$ cat src/sv/ohc_pkg.sv
// Shared types, constants and helpers for the one-at-a-time hash color block.
`timescale 1ns / 1ps

package ohc_pkg;

   localparam int unsigned HashWidth  = 32;
   localparam int unsigned LevelWidth = 8;

   // per-byte mixing shifts
   localparam int unsigned MixShiftLeft  = 10;
   localparam int unsigned MixShiftRight = 6;

   // final mixing shifts
   localparam int unsigned FinShiftA = 3;
   localparam int unsigned FinShiftB = 11;
   localparam int unsigned FinShiftC = 15;

   localparam logic [LevelWidth-1:0] MinLevelReset = 8'd20;

   typedef logic [HashWidth-1:0]  hash_type;
   typedef logic [LevelWidth-1:0] level_type;

   typedef struct packed {
      logic [7:0] data_byte;
      logic       has_byte;
      logic       last_byte;
   } req_type;

   typedef struct packed {
      hash_type  hash_value;
      level_type red_level;
      level_type green_level;
      level_type blue_level;
   } rsp_type;

   // one byte into the running hash: add, add <<10, xor >>6
   function automatic hash_type mix_byte(hash_type h, logic [7:0] b);
      hash_type t;
      t = h + {24'd0, b};
      t = t + (t << MixShiftLeft);
      t = t ^ (t >> MixShiftRight);
      return t;
   endfunction

   function automatic level_type raise_level(level_type lvl, level_type floor_lvl);
      return (lvl < floor_lvl) ? floor_lvl : lvl;
   endfunction

endpackage

$ cat src/sv/ohc_mix.sv
// Running hash register and the finalize stage register.
`timescale 1ns / 1ps

module ohc_mix import ohc_pkg::*; (
   input  logic     clock,
   input  logic     reset,
   input  logic     req_valid,
   output logic     req_ready,
   input  req_type  req_payload,
   output logic     fin_valid,
   input  logic     fin_ready,
   output hash_type fin_hash
);

   hash_type running_ff, running_in;
   hash_type fin_hash_ff, fin_hash_in;
   logic     fin_valid_ff, fin_valid_in;
   hash_type mixed;
   logic     accept;

   assign req_ready = !fin_valid_ff || fin_ready;
   assign accept    = req_valid && req_ready;
   assign mixed     = req_payload.has_byte ? mix_byte(running_ff, req_payload.data_byte)
                                           : running_ff;

   always_comb begin
      running_in   = running_ff;
      fin_hash_in  = fin_hash_ff;
      fin_valid_in = fin_valid_ff && !fin_ready;
      if (accept) begin
         if (req_payload.last_byte) begin
            running_in   = '0;
            fin_hash_in  = mixed;
            fin_valid_in = 1'b1;
         end else begin
            running_in = mixed;
         end
      end
   end

   always_ff @(posedge clock) begin
      if (reset) begin
         running_ff   <= '0;
         fin_valid_ff <= 1'b0;
      end else begin
         running_ff   <= running_in;
         fin_valid_ff <= fin_valid_in;
      end
   end

   always_ff @(posedge clock) begin
      fin_hash_ff <= fin_hash_in;
   end

   assign fin_valid = fin_valid_ff;
   assign fin_hash  = fin_hash_ff;

endmodule

$ cat src/sv/ohc_final.sv
// Final avalanche mixing, color channel floor and the result register.
`timescale 1ns / 1ps

module ohc_final import ohc_pkg::*; (
   input  logic      clock,
   input  logic      reset,
   input  logic      fin_valid,
   output logic      fin_ready,
   input  hash_type  fin_hash,
   input  level_type min_level,
   output logic      rsp_valid,
   input  logic      rsp_ready,
   output rsp_type   rsp_payload
);

   logic     rsp_valid_ff, rsp_valid_in;
   rsp_type  rsp_data_ff, rsp_data_in;
   hash_type h1, h2, h3;

   assign fin_ready = !rsp_valid_ff || rsp_ready;

   always_comb begin
      h1 = fin_hash + (fin_hash << FinShiftA);
      h2 = h1 ^ (h1 >> FinShiftB);
      h3 = h2 + (h2 << FinShiftC);
   end

   always_comb begin
      rsp_data_in  = rsp_data_ff;
      rsp_valid_in = rsp_valid_ff && !rsp_ready;
      if (fin_valid && fin_ready) begin
         rsp_data_in.hash_value  = h3;
         rsp_data_in.red_level   = raise_level(h3[7:0], min_level);
         rsp_data_in.green_level = raise_level(h3[15:8], min_level);
         rsp_data_in.blue_level  = raise_level(h3[23:16], min_level);
         rsp_valid_in            = 1'b1;
      end
   end

   always_ff @(posedge clock) begin
      if (reset) begin
         rsp_valid_ff <= 1'b0;
      end else begin
         rsp_valid_ff <= rsp_valid_in;
      end
   end

   always_ff @(posedge clock) begin
      rsp_data_ff <= rsp_data_in;
   end

   assign rsp_valid   = rsp_valid_ff;
   assign rsp_payload = rsp_data_ff;

endmodule

$ cat src/sv/oaat_hash_color.sv
// Top level of the one-at-a-time name hash with color channel outputs.
//
// Usage:
//   req_*  : one request per name byte (data_byte, has_byte, last_byte).
//            has_byte low carries no byte; last_byte ends the name.
//   rsp_*  : one result per name, on the request marked last: the
//            finalized 32-bit hash and red/green/blue levels from hash
//            bytes 0..2, each raised to the floor in csr_wdata.
//   csr_*  : csr_we writes the channel floor (reset value 20).
// Timing: one request per cycle sustained while rsp_ready stays high. The
// byte mix runs in the accept cycle into the running hash register, or
// for the last request into the finalize register, which feeds the final
// mix into the result register that drives rsp_valid.
// Reset: running hash cleared, no result pending, floor back to 20.
// Stall: while rsp_ready is low the result holds; one more finished
// name waits in the finalize register, after which req_ready drops.
`timescale 1ns / 1ps

module oaat_hash_color import ohc_pkg::*; (
   input  logic      clock,
   input  logic      reset,
   input  logic      req_valid,
   output logic      req_ready,
   input  req_type   req_payload,
   output logic      rsp_valid,
   input  logic      rsp_ready,
   output rsp_type   rsp_payload,
   input  logic      csr_we,
   input  level_type csr_wdata
);

   level_type min_level_ff, min_level_in;
   logic      fin_valid, fin_ready;
   hash_type  fin_hash;

   assign min_level_in = csr_we ? csr_wdata : min_level_ff;

   always_ff @(posedge clock) begin
      if (reset) begin
         min_level_ff <= MinLevelReset;
      end else begin
         min_level_ff <= min_level_in;
      end
   end

   ohc_mix u_mix (
      .clock       (clock),
      .reset       (reset),
      .req_valid   (req_valid),
      .req_ready   (req_ready),
      .req_payload (req_payload),
      .fin_valid   (fin_valid),
      .fin_ready   (fin_ready),
      .fin_hash    (fin_hash)
   );

   ohc_final u_final (
      .clock       (clock),
      .reset       (reset),
      .fin_valid   (fin_valid),
      .fin_ready   (fin_ready),
      .fin_hash    (fin_hash),
      .min_level   (min_level_ff),
      .rsp_valid   (rsp_valid),
      .rsp_ready   (rsp_ready),
      .rsp_payload (rsp_payload)
   );

   a_reset_empty: assert property (@(posedge clock)
      reset |=> !rsp_valid && !fin_valid)
      else $error("pipeline not empty after reset");

   a_last_loads_fin: assert property (@(posedge clock) disable iff (reset)
      req_valid && req_ready && req_payload.last_byte |=> fin_valid)
      else $error("last request did not reach finalize stage");

   a_rsp_from_fin: assert property (@(posedge clock) disable iff (reset)
      $rose(rsp_valid) |-> $past(fin_valid))
      else $error("result appeared without a finalize entry");

   a_fin_holds: assert property (@(posedge clock) disable iff (reset)
      fin_valid && !fin_ready |=> fin_valid && $stable(fin_hash))
      else $error("stalled finalize entry changed");

endmodule
$ cat config.mk
export PLATFORM = sky130hd
export DESIGN_NAME = oaat_hash_color
export DESIGN_NICKNAME = d
export VERILOG_FILES = /design/src/sv/ohc_pkg.sv /design/src/sv/ohc_mix.sv /design/src/sv/ohc_final.sv /design/src/sv/oaat_hash_color.sv
export SDC_FILE = /design/constraint.sdc
export NUM_CORES = 1
export LEC_CHECK = 0
export BUFFER_PORTS_ARGS = -buffer_cell sky130_fd_sc_hd__buf_2
export CAP_MARGIN = 5
export CORE_ASPECT_RATIO = 1.1
export CORE_MARGIN = 1.5
export CORE_UTILIZATION = 30
export CTS_BUF_LIST = sky130_fd_sc_hd__clkbuf_8 sky130_fd_sc_hd__clkbuf_16
export CTS_CLUSTER_SIZE = 30
export DETAILED_ROUTE_END_ITERATION = 10
export SKIP_LAST_GASP = 1
export SLEW_MARGIN = 20
export SYNTH_ARGS = -nofsm -noshare
export SYNTH_HDL_FRONTEND = slang
export SYNTH_HIERARCHICAL = 1
export SYNTH_SLANG_ARGS = --single-unit
export TNS_END_PERCENT = 50
$ cat constraint.sdc
create_clock -name clock -period 7.05 [get_ports clock]
set_input_delay 0.705 -clock clock [delete_from_list [all_inputs] [get_ports clock]]
set_output_delay 0.705 -clock clock [all_outputs]
set_load 0.02 [all_outputs]
==> results of run 1 <==
==> routing by layer <==
layer,up-vias,share of wire [%]
met5,-,0
met4,0,3.1
met3,53,3.6
met2,215,48
met1,3992,45
li1,4164,-
==> synthesized netlist by cell type (7+ instances only) <==
cell type and n:
nand4_1 14, a211oi_1 9, o21ai_0 52, nand2_1 89, xor2_1 40, xnor2_1 72, a21oi_1 75, nor2b_1 9
nor3_1 20, nand3_1 19, edfxtp_1 88, o21bai_1 7, a21o_1 24, a22oi_1 11, nand2b_1 11, nor2_1 87
o211ai_1 11, or2_2 9, mux2_2 31, o21a_1 16, dfxtp_1 42, and2_1 8, clkbuf_1 27, a31oi_1 15
inv_1 53, or4_1 7, mux2i_1 11, and3_1 13, ha_1 93
==> tightest hold or removal path: stages (launching register included) <==
cell and delay (ps):
dfxtp_1 320, inv_1 50, a21oi_1 50
==> final cells by class <==
class | count | area share (%)
multi-input combinational | 869 | 55.2
sequential | 130 | 29.4
tap | 438 | 4.63
timing repair buffer | 84 | 3.64
clock buffer | 17 | 3.59
clock inverter | 15 | 1.85
inverter | 53 | 1.68
==> final timing paths <==
path	from	end	depth (start not counted)
setup / recovery	u_mix/fin_hash[0]	u_final/rsp_payload[4]	24
hold / removal	u_mix/fin_valid	u_final/rsp_valid	2
setup reg to reg	u_mix/fin_hash[0]	u_final/rsp_payload[4]	24
hold reg to reg	u_mix/fin_valid	u_final/rsp_valid	2
==> power by group <==
group | internal (mW) | leakage, nW | switching, mW
Sequential | 1.03 | 1.16 | 0.0394
Clock | 0.604 | 0.315 | 0.363
Combinational | 0.824 | 3.45 | 1.08
==> cell families after synthesis <==
| kind of cell | after synthesis |
|---|---|
| AOI/OAI and AO/OA | 296 |
| xor gates and xnor gates | 123 |
| adders and majority gates | 98 |
| buffers and inverters | 87 |
| DFF | 130 |
| muxes | 43 |
| and+or+nand+nor | 309 |
==> sequential cells by signal, summed over array words and instances (netlist names) <==
name and cells:
min_level_ff 8, u_final/rsp_payload 56, u_final/rsp_valid 1, u_mix/fin_hash 32, u_mix/fin_valid 1, u_mix/running_ff 32
==> stage by stage <==
stage	hold WS (ps)	worst slack, ps	util, %
after CTS	466	790	34.7
final	459	729	34.7
after global routing	487	88.8	34.7
after detailed placement	456	833	32.8
after global placement	447	851	32.8
after floorplan	428	1610	-
==> flow_metrics.tcl, run 1 <==
set metrics [dict create \
    status "finished, violations left" \
    violations "DRC" \
    drt-pass1-iter-count 10 \
    cp_max_fo 8 \
    grtUsageMet1_pct 19.0 \
    clkSlewWorstSetupHoldPaths_ps 60 \
    vias 8424 \
    core-area_sq_um 34100 \
    dieWidth_um 180 \
    cp-start-kind "flop" \
    cts_buffers 17 \
    cts_root_buf "clkbuf_16" \
    htree_levels 4 \
    drt_iter0_drc 601 \
    dp_hpwl_mm 22.0 \
    area_growth_pct 14.2 \
    dp.cells 1574 \
    crit_required_ps 7230 \
    antenna_cells 0 \
    placed_cell_area_sq_um 11200 \
    final_common_cell "ha_1" \
    cts_sinks 130 \
    cts_hold_buf 0 \
    seq_area_frac_synth_pct 33.6 \
    top_usage_layer "met2" \
    drt_wl_total_mm 27.8 \
    cts_setup_buffers 0 \
    rsz0062_at_grt "false" \
    port-buffer-count 80 \
    cp_slowest_cell "a21oi_1" \
    multi_input_area_sq_um 6530 \
    skew_ps 13.9 \
    gp_congestion 0.897 \
    ant_nets 0 \
    cp.arrival_ps 6500 \
    ys_ff_latch 130 \
    slew_headroom_pct 25.0 \
    start_util_pct 30.4 \
    synth_xor_xnor_area_share_pct 11.9 \
    clockBufferDepth 2 \
    yosys_warnings 6 \
    synth_top_area_share_pct 25.5 \
    ys.flop_type "edfxtp_1" \
    power-per-cell-area_nw_per_um2 332 \
    max_stage_delay_ps 680 \
    syn_area_sq_um 10400 \
    final_cells 1606 \
    fmax_mhz 158 \
    syn_area_per_cell_sq_um 9.55 \
    async_flop_share_pct 0 \
    syn_nets 1206 \
    path_class "flop to flop" \
    die_area_sq_um 35700 \
    cts_resized 0 \
    synth-edff-count 88 \
    ys_types 89 \
    grt_max_degree 57 \
    drive_above_1_share_pct 16.1 \
    end_kind "flop" \
    leakage_nw 4.93 \
    finalPower_mw 3.94 \
    synth_top_family_by_area "compound AO/OA/AOI/OAI gates" \
    drcViolationCount 14 \
    cap_violations 0 \
    clock_latency_ps 430 \
    synthCells 1086 \
    grt_antenna_before_repair 0 \
    chipHeight_um 198 \
    overflow 0 \
    synth_fa_ha_area_share_pct 12.1 \
    synth_area_leaders "edfxtp_1 (25%), ha_1 (11%), dfxtp_1 (8.1%)" \
    worst_pin_slew_ps 1120 \
    fp-row-count 71 \
    tns_ps 0 \
    holdCritPathClass "flop to flop" \
    cp_top_family "compound AO/OA/AOI/OAI gates" \
    io_pins 81 \
    final_area_sq_um 11800 \
    fin_crit_ps 6320 \
    nNetsFinal 1275 \
    synth_top_area_cell "edfxtp_1" \
    synthMuxAreaShare_pct 4.57 \
    reg2reg_slack_ps 730 \
    nFillCells 3514 \
    final_hold_viol_count 0 \
    grt_pass1_wl_mm 44.0 \
    peakVddDrop_mv 0.194 \
    wl_per_cell_um 17.3 \
    grt_use_met3_pct 2.41 \
    crit_buf_inv 2 \
    setup_violations 0 \
    finalCritPeriodShare_pct 89.7 \
    grt.met2_usage_pct 27.5 \
    synth_compound_area_share_pct 20.0 \
    path_cells "ha_1 -> inv_1 -> fa_1 -> nand2b_1 -> a21oi_1 -> o21ai_2 -> o21ai_0 -> a21boi_0 -> xnor2_1 -> xor2_1 -> ha_1 -> inv_1 -> fa_1 -> nor2b_1 -> o21ai_0 -> a21boi_0 -> or2_2 -> a21oi_1 -> xnor2_1 -> ha_1 -> o21a_1 -> o21ai_0 -> a21oi_1 -> mux2_2" \
    viasPerCell 5.25 \
    synth-simple-area-share_pct 14.4 \
    track_usage_pct 15.6 \
    cts_tree "yes" \
    layout_common_cells "ha_1 (93), nand2_1 (89), edfxtp_1 (88), nor2_1 (87), buf_2 (80)" \
    grt_pass1_vias 8238 \
    register_area_sq_um 3480 \
    slew_viol_final 0 \
]
(Power assumes the default switching activity.)
==> inputs of run 2 (changes only) <==
- PLACE_DENSITY: default -> 0.55
==> flow_metrics.tcl, run 2 (synthesis gave the netlist of run 1 again) <==
set metrics [dict create \
    cts_resized 0 \
    max_stage_delay_ps 680 \
    drt_iter0_drc 431 \
    io_pins 81 \
    placed_cell_area_sq_um 11200 \
    cts_sinks 130 \
    swShare_pct 38.4 \
    drcViolationCount 15 \
    endpoint "u_final/rsp_payload[5]" \
    vias 8354 \
    drt-pass1-iter-count 8 \
    start_util_pct 30.4 \
    area_growth_pct 13.9 \
    dp_hpwl_mm 22.4 \
    chipHeight_um 198 \
    comb_power_share_pct 49.2 \
    final_hold_viol_count 0 \
    crit_cells 21 \
    layout_common_cells "ha_1 (93), nand2_1 (89), edfxtp_1 (88), nor2_1 (87), buf_2 (80)" \
    cap_violations 0 \
    reg2reg_slack_ps 780 \
    viasPerCell 5.20 \
    core-area_sq_um 34100 \
    fmax_mhz 160 \
    dp_slack_ps 839 \
    cp_top_family "compound AO/OA/AOI/OAI gates" \
    slew_viol_final 0 \
    cts_buffers 17 \
    power.share.clock_pct 23.2 \
    drive_above_1_share_pct 16.1 \
    cts_tree "yes" \
    htree_levels 4 \
    leakage_nw 4.91 \
    intPower_mw 2.38 \
    nFillCells 3524 \
    final_area_sq_um 11800 \
    grt_pass1_vias 8190 \
    final_common_cell "ha_1" \
    fin_crit_ps 6270 \
    path_class "flop to flop" \
    setup_violations 0 \
    cts_hold_buf 0 \
    gp_congestion 0.877 \
    holdCritPathClass "flop to flop" \
    cts_root_buf "clkbuf_16" \
    seqPwrFrac_pct 27.6 \
    violations "DRC" \
    worst_pin_slew_ps 871 \
    switching_power_mw 1.49 \
    grt_max_degree 57 \
    drt_wl_total_mm 28.1 \
    clockBufferDepth 2 \
    cp.arrival_ps 6440 \
    crit_buf_inv 1 \
    slew_headroom_pct 41.9 \
    peakVddDrop_mv 0.180 \
    cp_max_fo 8 \
    startpoint "u_mix/fin_hash[0]" \
    wl_per_cell_um 17.4 \
    r2r_start "u_mix/fin_hash[0]" \
    track_usage_pct 15.9 \
    cp-start-kind "flop" \
    overflow 0 \
    power-per-cell-area_nw_per_um2 328 \
    finalPower_mw 3.87 \
    largest_reg_flops 56 \
    finalCritPeriodShare_pct 88.9 \
    fp-row-count 71 \
    die_area_sq_um 35700 \
    cts_setup_buffers 0 \
    grt_antenna_before_repair 0 \
    ant_nets 0 \
    reg2regPathDepth 21 \
    clock_latency_ps 420 \
    crit_required_ps 7220 \
    path_cells "ha_1 -> inv_1 -> fa_1 -> nand2b_1 -> a21oi_1 -> o21ai_2 -> o21ai_0 -> xor2_1 -> xor2_1 -> ha_1 -> nor2b_1 -> o21ai_0 -> a21boi_0 -> or2_2 -> a21oi_1 -> xnor2_1 -> ha_1 -> o21a_1 -> o21ai_0 -> a21oi_1 -> mux2_2" \
    rsz0062_at_grt "false" \
    antenna_cells 0 \
    dieWidth_um 180 \
    cp_slowest_cell "a21oi_1" \
    end_kind "flop" \
    setup_slack_ps 780 \
    tns_ps 0 \
    clkSlewWorstSetupHoldPaths_ps 60 \
    grt_pass1_wl_mm 44.3 \
    r2r-end "u_final/rsp_payload[5]" \
    status "finished, violations left" \
    port-buffer-count 80 \
    skew_ps 9.53 \
    nNetsFinal 1277 \
]
==> run 2: cell types whose count changed in the layout (fill, tap and decap cells not counted), sizes merged <==
cell	previous run	this run
buf	84	86
clkinv	2	1
bufinv	4	2
clkinvlp	1	3
inv	61	62
==> run 2: worst min-delay path by stage <==
stage	start	endpoint	slack (ps)	cells after the start
after floorplan	u_mix/fin_valid	u_final/rsp_valid	430	2
after global placement	u_mix/fin_valid	u_final/rsp_valid	450	2
after detailed placement	u_mix/fin_valid	u_final/rsp_valid	460	2
after CTS	u_mix/fin_valid	u_final/rsp_valid	470	2
after global routing	csr_wdata[4]	min_level_ff[4]	490	2
final	u_mix/fin_valid	u_final/rsp_valid	460	2
==> run 2: area by class of cell <==
cell class | count | area [sq um] | share of cell area, %
Timing Repair Buffer | 86 | 445 | 3.77
Inverter | 53 | 199 | 1.69
Clock inverter | 15 | 170 | 1.44
Sequential cell | 130 | 3480 | 29.5
Tap cell | 438 | 548 | 4.64
Multi-Input combinational cell | 869 | 6530 | 55.3
Clock buffer | 17 | 425 | 3.60
==> run 2: per-stage QoR <==
step	std cells	hold WS [ps]	util, %
floorplan	1086	428	-
global placement	1576	448	32.9
detailed placement	1576	460	32.9
CTS	1608	468	34.6
global route	1608	492	34.6
finish	1608	463	34.6
==> run 2: tightest hold or removal path, cell delays in order (launching register included) <==
cell	delay (ps)
dfxtp_1	320
inv_1	50
a21oi_1	50
==> run 2: routing by layer <==
metal	vias to the layer above	global-route usage, %	part of all wire [%]
li1	4169	-	-
met1	3919	19.1	45
met2	220	28.6	49
met5	-	0	0
met4	0	6.32	2.8
met3	46	2.13	3.7
==> run 2: power groups by stage <==
stage                     logic [mW]  registers [mW]  clock network (mW)
after floorplan                 1.35            1.15                   0
after global routing            2.09            1.08               0.957
final                           1.91            1.07               0.898
after CTS                       1.92            1.07               0.918
after global placement          1.88            1.08                   0
after detailed placement        1.91            1.08                   0
==> inputs of run 3 (changes only) <==
- CELL_PAD_IN_SITES_DETAIL_PLACEMENT: default -> 0
- CELL_PAD_IN_SITES_GLOBAL_PLACEMENT: default -> 1
- PLACE_DENSITY: 0.55 -> 0.64
==> flow_metrics.tcl, run 3 (synthesis gave the netlist of run 1 again) <==
set metrics [dict create \
    htree_levels 4 \
    dieWidth_um 180 \
    final_core_util_pct 34.5 \
    max_stage_delay_ps 430 \
    end_kind "flop" \
    cp_top_family "compound AO/OA/AOI/OAI gates" \
    rsz0062_at_grt "false" \
    grt_pass1_vias 8098 \
    cp_max_fo 8 \
    dp_slack_ps 854 \
    cts_resized 0 \
    placed_cell_area_sq_um 11200 \
    grt_antenna_before_repair 0 \
    setup_slack_ps 915 \
    register_area_sq_um 3480 \
    crit_top_cell "o21ai_0" \
    cts_sinks 130 \
    holdCritPathClass "flop to flop" \
    cts_hold_buf 0 \
    area_growth_pct 13.7 \
    nNetsFinal 1278 \
    drt-pass1-iter-count 8 \
    crit_required_ps 7210 \
    dp_hpwl_mm 23.1 \
    fmax_mhz 163 \
    clock_latency_ps 420 \
    slew_viol_final 0 \
    cts_tree "yes" \
    antenna_cells 0 \
    status "finished, violations left" \
    track_usage_pct 16.1 \
    reg2regPathDepth 24 \
    leakage_nw 4.91 \
    clkSlewWorstSetupHoldPaths_ps 60 \
    io_pins 81 \
    final_common_cell "ha_1" \
    violations "DRC" \
    core-area_sq_um 34100 \
    cts_root_buf "clkbuf_16" \
    cts_setup_buffers 0 \
    overflow 0 \
    nFillCells 3536 \
    path_class "flop to flop" \
    wl_per_cell_um 17.9 \
    gp_congestion 0.853 \
    r2r-end "u_final/rsp_payload[3]" \
    cp-start-kind "flop" \
    die_area_sq_um 35700 \
    r2r_start "u_mix/fin_hash[2]" \
    peakVddDrop_mv 0.211 \
    endpoint "u_final/rsp_payload[3]" \
    drive_above_1_share_pct 16.3 \
    fp-row-count 71 \
    fin_crit_ps 6130 \
    chipHeight_um 198 \
    port-buffer-count 80 \
    grt_pass1_wl_mm 44.8 \
    slew_headroom_pct 40.2 \
    skew_ps 11.0 \
    startpoint "u_mix/fin_hash[2]" \
    finalCritPeriodShare_pct 87.0 \
    clockBufferDepth 2 \
    drt_wl_total_mm 28.8 \
    vias 8257 \
    tns_ps 0 \
    final_area_sq_um 11800 \
    crit_buf_inv 2 \
    cts_buffers 17 \
    reg2reg_slack_ps 920 \
    final_hold_viol_count 0 \
    path_cells "ha_1 -> o21ai_0 -> o21ai_0 -> nand2_1 -> a311o_1 -> a31oi_1 -> nor3_1 -> nor2_1 -> xor2_1 -> ha_1 -> inv_1 -> fa_1 -> nor2b_1 -> o21ai_0 -> a21boi_0 -> or2_2 -> a21oi_1 -> xnor2_1 -> ha_1 -> o21a_1 -> o21ai_0 -> a21oi_1 -> buf_4 -> mux2_2" \
    layout_common_cells "ha_1 (93), nand2_1 (89), edfxtp_1 (88), nor2_1 (87), buf_2 (80)" \
    start_util_pct 30.4 \
    power-per-cell-area_nw_per_um2 325 \
    cp_slowest_cell "edfxtp_1" \
    setup_violations 0 \
    ant_nets 0 \
    cp.arrival_ps 6290 \
    cap_violations 0 \
    multi_input_area_sq_um 6540 \
    grt_max_degree 57 \
    drcViolationCount 15 \
    drt_iter0_drc 486 \
    crit_cells 24 \
    finalPower_mw 3.83 \
    viasPerCell 5.13 \
    worst_pin_slew_ps 889 \
    largest_reg_flops 56 \
]
[run 3: changes by cell type in the layout (fill, tap and decap cells not counted), moves of 2 or more]
cell,delta
inv_6,-2
clkinv_4,+3
clkinv_2,+3
inv_8,-2
[run 3: worst min-delay path by stage]
stage	from	end	slack (ps)	depth (start not counted)
4_1_cts	u_mix/fin_valid	u_final/rsp_valid	470	2
3_3_place_gp	u_mix/fin_valid	u_final/rsp_valid	440	2
5_1_grt	csr_wdata[2]	min_level_ff[2]	500	2
3_5_place_dp	u_mix/fin_valid	u_final/rsp_valid	460	2
2_1_floorplan	u_mix/fin_valid	u_final/rsp_valid	430	2
6_report	u_mix/fin_valid	u_final/rsp_valid	470	2
[run 3: final cells by class]
type                    instances  area share [%]
clock buffers                  17            3.61
clock inverters                15            1.14
inverters                      53            1.69
multi-input cells             869            55.5
flip-flops and latches        130            29.6
well taps                     438            4.65
repair buffers                 87            3.84
[run 3: worst min-delay path, delay by kind of cell, from the launching register on]
family,cells,cell delay [ps]
buffers and inverters,1,60
DFF,1,310
AOI/OAI and AO/OA,1,50
[run 3: metal layers]
metal	GRT usage [%]	share of wire [%]	vias to the layer above
li1	-	-	4169
met1	18.9	44	3879
met2	30.2	51	175
met3	1.80	3.1	34
met4	5.38	1.9	0
met5	0	0	-
[run 3: power by group]
| part | switching, mW | internal [mW] | total [mW] |
|---|---|---|---|
| clock network | 0.348 | 0.488 | 0.836 |
| registers | 0.0387 | 1.03 | 1.06 |
| logic | 1.08 | 0.848 | 1.93 |
| total | 1.47 | 2.36 | 3.83 |
[run 3: through the flow]
stage	hold slack [ps]	std cells
after floorplan	428	1086
after CTS	471	1609
after global routing	501	1609
after global placement	442	1577
after detailed placement	458	1577
final	467	1609
